==> src/design/matrix_vector_transform_defines.svh <==
// Assertion macros shared by the transform unit.
// Both forms take a label, the clock, the active-low reset, an antecedent
// and a consequent. The first checks in the same cycle, the second in the
// cycle after.
`ifndef MATRIX_VECTOR_TRANSFORM_DEFINES_SVH
`define MATRIX_VECTOR_TRANSFORM_DEFINES_SVH

`ifndef SYNTHESIS
`define MVT_ASSERT_IMP(name, clk, rst_n, ante, cons) \
  name: assert property (@(posedge clk) disable iff (!rst_n) (ante) |-> (cons)) \
    else $error("mvt: assertion failed");
`define MVT_ASSERT_NXT(name, clk, rst_n, ante, cons) \
  name: assert property (@(posedge clk) disable iff (!rst_n) (ante) |=> (cons)) \
    else $error("mvt: assertion failed");
`else
`define MVT_ASSERT_IMP(name, clk, rst_n, ante, cons)
`define MVT_ASSERT_NXT(name, clk, rst_n, ante, cons)
`endif

`endif

==> src/design/mvt_pkg.sv <==
`default_nettype none

package mvt_pkg;

  // Number format and matrix geometry.
  localparam int FRAC_BITS = 16;
  localparam int DATA_W    = 32;
  localparam int VEC_N     = 4;
  localparam int MAT_N     = VEC_N * VEC_N;
  localparam int IDX_W     = $clog2(MAT_N);
  localparam int PROD_W    = 2 * DATA_W;
  localparam int PAIR_W    = PROD_W + 1;
  localparam int ACC_W     = PROD_W + 2;

  // Request modes.
  localparam logic MODE_LOAD  = 1'b0;
  localparam logic MODE_XFORM = 1'b1;

  // One in the fixed-point format.
  localparam logic [DATA_W-1:0] FX_ONE = DATA_W'(1) << FRAC_BITS;

  typedef logic signed [DATA_W-1:0] word_t;
  typedef logic signed [PROD_W-1:0] prod_t;
  typedef logic signed [PAIR_W-1:0] pair_t;
  typedef logic signed [ACC_W-1:0]  acc_t;

  typedef word_t vec_t   [VEC_N];
  typedef word_t mat_t   [MAT_N];
  typedef prod_t prods_t [MAT_N];

  // Reset value of one matrix element: one on the diagonal, zero elsewhere.
  // Row and column are the low and high halves of the position.
  function automatic word_t ident_elem(input logic [IDX_W-1:0] idx);
    logic diag;
    diag = (idx[IDX_W/2-1:0] == idx[IDX_W-1:IDX_W/2]);
    return diag ? word_t'(FX_ONE) : word_t'('0);
  endfunction

endpackage

`default_nettype wire

==> src/design/mvt_reduce.sv <==
`default_nettype none

// Row reduction: pairwise sums, then the row sum, the fraction shift and
// saturation into the output register.
module mvt_reduce (
  input  wire logic              clk_i,
  input  wire logic              rst_ni,
  input  wire logic              valid_i,
  output logic                   ready_o,
  input  wire mvt_pkg::prods_t   prod_i,
  output logic                   valid_o,
  input  wire logic              ready_i,
  output mvt_pkg::vec_t          res_o,
  output logic                   ovf_o
);

  // The shifted sum fits a word when every bit from its top down to the word's
  // sign bit is the same.
  localparam int HI_W = mvt_pkg::ACC_W - mvt_pkg::DATA_W + 1;

  logic            pv_q;
  logic            ov_q;
  logic            pair_adv;
  logic            out_adv;
  mvt_pkg::pair_t  pair_q [mvt_pkg::VEC_N][2];
  mvt_pkg::pair_t  pair_d [mvt_pkg::VEC_N][2];
  mvt_pkg::vec_t   res_q;
  mvt_pkg::vec_t   res_d;
  logic            ovf_q;
  logic            ovf_d;

  // Handshake between the two internal stages and the result port.
  assign out_adv  = !ov_q || ready_i;
  assign pair_adv = !pv_q || out_adv;
  assign ready_o  = pair_adv;

  // Columns 0+1 and 2+3 of every row.
  always_comb begin
    for (int r = 0; r < mvt_pkg::VEC_N; r++) begin
      for (int k = 0; k < 2; k++) begin
        pair_d[r][k] = mvt_pkg::pair_t'(prod_i[r + mvt_pkg::VEC_N * (2 * k)])
                     + mvt_pkg::pair_t'(prod_i[r + mvt_pkg::VEC_N * (2 * k + 1)]);
      end
    end
  end

  // Full row sum, arithmetic shift (floor) and clamp to the word range.
  always_comb begin
    mvt_pkg::acc_t        sum;
    mvt_pkg::acc_t        sh;
    logic [HI_W-1:0]      hi;
    ovf_d = 1'b0;
    for (int r = 0; r < mvt_pkg::VEC_N; r++) begin
      sum = mvt_pkg::acc_t'(pair_q[r][0]) + mvt_pkg::acc_t'(pair_q[r][1]);
      sh  = sum >>> mvt_pkg::FRAC_BITS;
      hi  = sh[mvt_pkg::ACC_W-1 -: HI_W];
      if ((&hi) || !(|hi)) begin
        res_d[r] = sh[mvt_pkg::DATA_W-1:0];
      end else begin
        ovf_d    = 1'b1;
        res_d[r] = sh[mvt_pkg::ACC_W-1] ? {1'b1, {(mvt_pkg::DATA_W-1){1'b0}}}
                                        : {1'b0, {(mvt_pkg::DATA_W-1){1'b1}}};
      end
    end
  end

  always_ff @(posedge clk_i or negedge rst_ni) begin
    if (!rst_ni) begin
      pv_q <= 1'b0;
      ov_q <= 1'b0;
    end else begin
      if (pair_adv) begin
        pv_q <= valid_i;
      end
      if (out_adv) begin
        ov_q <= pv_q;
      end
    end
  end

  always_ff @(posedge clk_i) begin
    if (pair_adv && valid_i) begin
      pair_q <= pair_d;
    end
    if (out_adv && pv_q) begin
      res_q <= res_d;
      ovf_q <= ovf_d;
    end
  end

  assign valid_o = ov_q;
  assign res_o   = res_q;
  assign ovf_o   = ovf_q;

endmodule

`default_nettype wire

==> config.mk <==
export PLATFORM = sky130hd
export DESIGN_NAME = mvt_reduce
export DESIGN_NICKNAME = d
export VERILOG_FILES = /design/src/design/matrix_vector_transform_defines.svh /design/src/design/mvt_pkg.sv /design/src/design/mvt_reduce.sv
export SDC_FILE = /design/constraint.sdc
export NUM_CORES = 2
export LEC_CHECK = 0
export BUFFER_PORTS_ARGS = -buffer_cell sky130_fd_sc_hd__buf_2
export CORE_AREA = 2 2 455 457
export DETAILED_ROUTE_END_ITERATION = 10
export DIE_AREA = 0 0 457 459
export GPL_ROUTABILITY_DRIVEN = 1
export SLEW_MARGIN = 10
export SYNTH_ARGS = -nofsm -noshare
export SYNTH_HDL_FRONTEND = slang
export SYNTH_SLANG_ARGS = --single-unit
==> constraint.sdc <==
create_clock -name clk_i -period 33.2 [get_ports clk_i]
set_input_delay 6.64 -clock clk_i [delete_from_list [all_inputs] [get_ports clk_i]]
set_output_delay 6.64 -clock clk_i [all_outputs]
set_load 0.05 [all_outputs]
==> results.txt <==
status: complete, no violations
syn_area_per_cell: 9.44 um2
Tmin final: 13.82 ns
Yosys cell types: 87
std cell rows: 167
via count: 53600
Flop pwr share: 31.2%
post-DP HPWL: 199000 um
Worst Setup SP: ready_i
share of cells above drive strength 1: 18.3%
IO Port Bufs: 1158
postcts setup bufs: 0
WL final: 234000 um
total negative slack: 0 ns
worst skew pair latency: 0.70 ns
clk_skew: 0.0359 ns
gr ovfl total: 0
fmax: 72.4 MHz
Pint: 2200 uW
Tightest Pin Transition: 1.09 ns
RSZ-0062 raised after global routing: false
routability cong.: 0.991
worst hold path startpoint: pv_q$_DFFE_PN0N_
Leak Pwr: 0.0313 uW
vias per inst: 5.28
Final setup viols: 0
Root Buffer: clkbuf_16
Main synth FF type: edfxtp_1
# nets final: 9141
syn nets: 8014
largest net degree at the start of global routing: 83
Worst Path Required: 26.56 ns
switching share of total power: 38.9%
power share of the clock group: 25.8%
Syn. warnings: 0
fillers: 21100
post-route ant nets: 0
reg-to-reg startpoint: pair_q[70]$_DFFE_PP_
Post-synth EDFFs: 649
height of the die: 459 um
met2 Track Usage GR: 36.9%
H-tree Lvls: 3
die area: 0.210 mm2
asr flop ratio synth: 0.307%
vias in the first global route: 52500
final period utilization: 41.6%
Critical Path AT: 7.18 ns
max-slew violation count: 0
critical path class: input port to output port
Peak VDD IR: 0.0387 mV
IO Count: 1159
Num CTS Buffers: 81
Die Span X: 457 um
TritonRoute pass-1 iters: 6
CTS resizes: 0
Num Clock Sinks: 651
Max FO, Critical Path: 3
Max Cap Violations: 0
post-synthesis register bit count: 651
wire per inst: 23.0 um
Initial Util: 28.5%
CTS tree: yes
Worst-path clk slew: 0.07 ns
PnR Total Power: 3600 uW
crit path launch type: input port
Max clock buf depth: 3
cell count after synthesis: 6210
DRC: 0
M3 GR Usage: 4.78%
sequential share of the synthesized area: 33.3%
Initial DRC Count: 4036
Gate power share: 43.1%
Placement Setup Slack: 19.39 ns
Cell Area, Synth: 0.0586 mm2
placeable core region: 0.206 mm2
setup ws final: 19.38 ns
Power Density: 51.2 mW/mm2
P&R area growth vs syn: 20.0%
slew margin rel.: 25.4%
initial antenna violation count: 97
CP Capture Type: output port
Worst Hold Class: register to register
met1 global-route usage: 25.6%
switching pwr: 1400 uW
global-route total usage across every layer: 21.3%
first-pass GRT wire length: 336000 um
Hold Violations, Final: 0
Hold-fix buffers, CTS: 0
GRT busiest layer: met2
## area by class of cell
cell class	count	area [um2]	area share (%)
tap	2704	3380	4.81
sequential	651	19500	27.8
clock buffer	94	2100	2.98
clock inverter	53	659	0.938
inverter	207	777	1.10
antenna	46	115	0.164
timing repair buffer	1176	5930	8.43
multi-input combinational	5220	37800	53.8
## final timing paths
check / slack, ns / depth (start not counted) / to
max: 19.38 / 3 / ready_o
max in group asynchronous: 27.37 / 1 / pv_q$_DFFE_PN0N_
min in group asynchronous: 5.73 / 1 / valid_o$_DFFE_PN0P_
max reg2reg: 27.14 / 17 / ovf_o$_SDFFCE_PN1P_
min reg2reg: 0.51 / 1 / valid_o$_DFFE_PN0P_
min: 0.51 / 1 / valid_o$_DFFE_PN0P_
## synth_stat cells (all sizes together) (28+ instances only)
master  count  area share [%]
nand2b     87            0.93
clkbuf    117            0.75
nor2b     104             1.1
o21ai     423             3.6
a211oi     46            0.59
and3       69            0.74
and4       28            0.42
or3        34            0.36
o21a       78             1.0
and2       35            0.37
a21oi     715             6.1
ha        768              16
o21bai    110             1.4
nor3       65            0.55
edfxtp    649              33
nand2     372             2.4
o211ai     28            0.36
nor2      334             2.1
nand3     144             1.2
a21o      517             6.6
xor2      232             3.5
xnor2     418             6.2
a31oi      70            0.75
mux2i      59             1.0
o31ai      38            0.53
nand4     123             1.3
inv       207             1.3
## metal layers
layer	share of wire (%)	routed length, um
met1	41	95700
met2	48	112000
met3	7.0	16300
met4	3.9	9160
met5	0.087	203
## through the flow
step                      utilization (%)  cell area (um2)  hold WS (ns)  cells
after floorplan                         -            58600         0.449   6210
after global placement               32.8            67500         0.484   9958
final                                34.2            70300         0.506  10200
after detailed placement             32.8            67500         0.483   9958
after global routing                 34.2            70300         0.518  10100
after CTS                            34.2            70200         0.504  10100
## cell families after synthesis
| family | count (synthesis) | synth area share (%) |
|---|---|---|
| multiplexers | 66 | 1.14 |
| flip-flops | 651 | 33.3 |
| buffers and inverters | 339 | 2.21 |
| AND/OR/NAND/NOR | 1479 | 12.6 |
| AO/OA/AOI/OAI | 2249 | 24.3 |
| XOR/XNOR | 650 | 9.71 |
| adder cells (fa/ha/maj) | 776 | 16.7 |
## critical path: stages
cell      delay (ns)
buf_2           0.10
nand3b_1        0.19
buf_2           0.24
## sequential cells by signal, summed over array words and instances, names as in the netlist
register,flops
ovf_o,1
pair_q,520
pv_q,1
res_o,128
valid_o,1
## layout by cell type, fill, tap and decap left out, drive strengths merged, types with 30 or more instances in the layout
cell type / instances
a21o: 517
xnor2: 418
o21bai: 110
a21oi: 715
clkbuf: 94
mux2i: 59
nand4: 123
nand2: 372
inv: 213
and3: 69
nand3: 144
or3: 34
o21a: 78
nor2: 334
buf: 1176
clkinv: 30
diode: 46
nor2b: 104
nor3: 65
edfxtp: 649
xor2: 232
a211oi: 46
ha: 768
and2: 35
nand2b: 87
a31oi: 70
o21ai: 423
o31ai: 38
## power groups by stage
stage / registers, uW / logic (uW) / clock network [uW]
floorplan: 1220 / 979 / 0
global placement: 1140 / 1520 / 0
CTS: 1130 / 1540 / 957
global route: 1130 / 1690 / 985
detailed placement: 1140 / 1530 / 0
finish: 1120 / 1550 / 928
No activity file was read; power rests on OpenSTA's default activity.
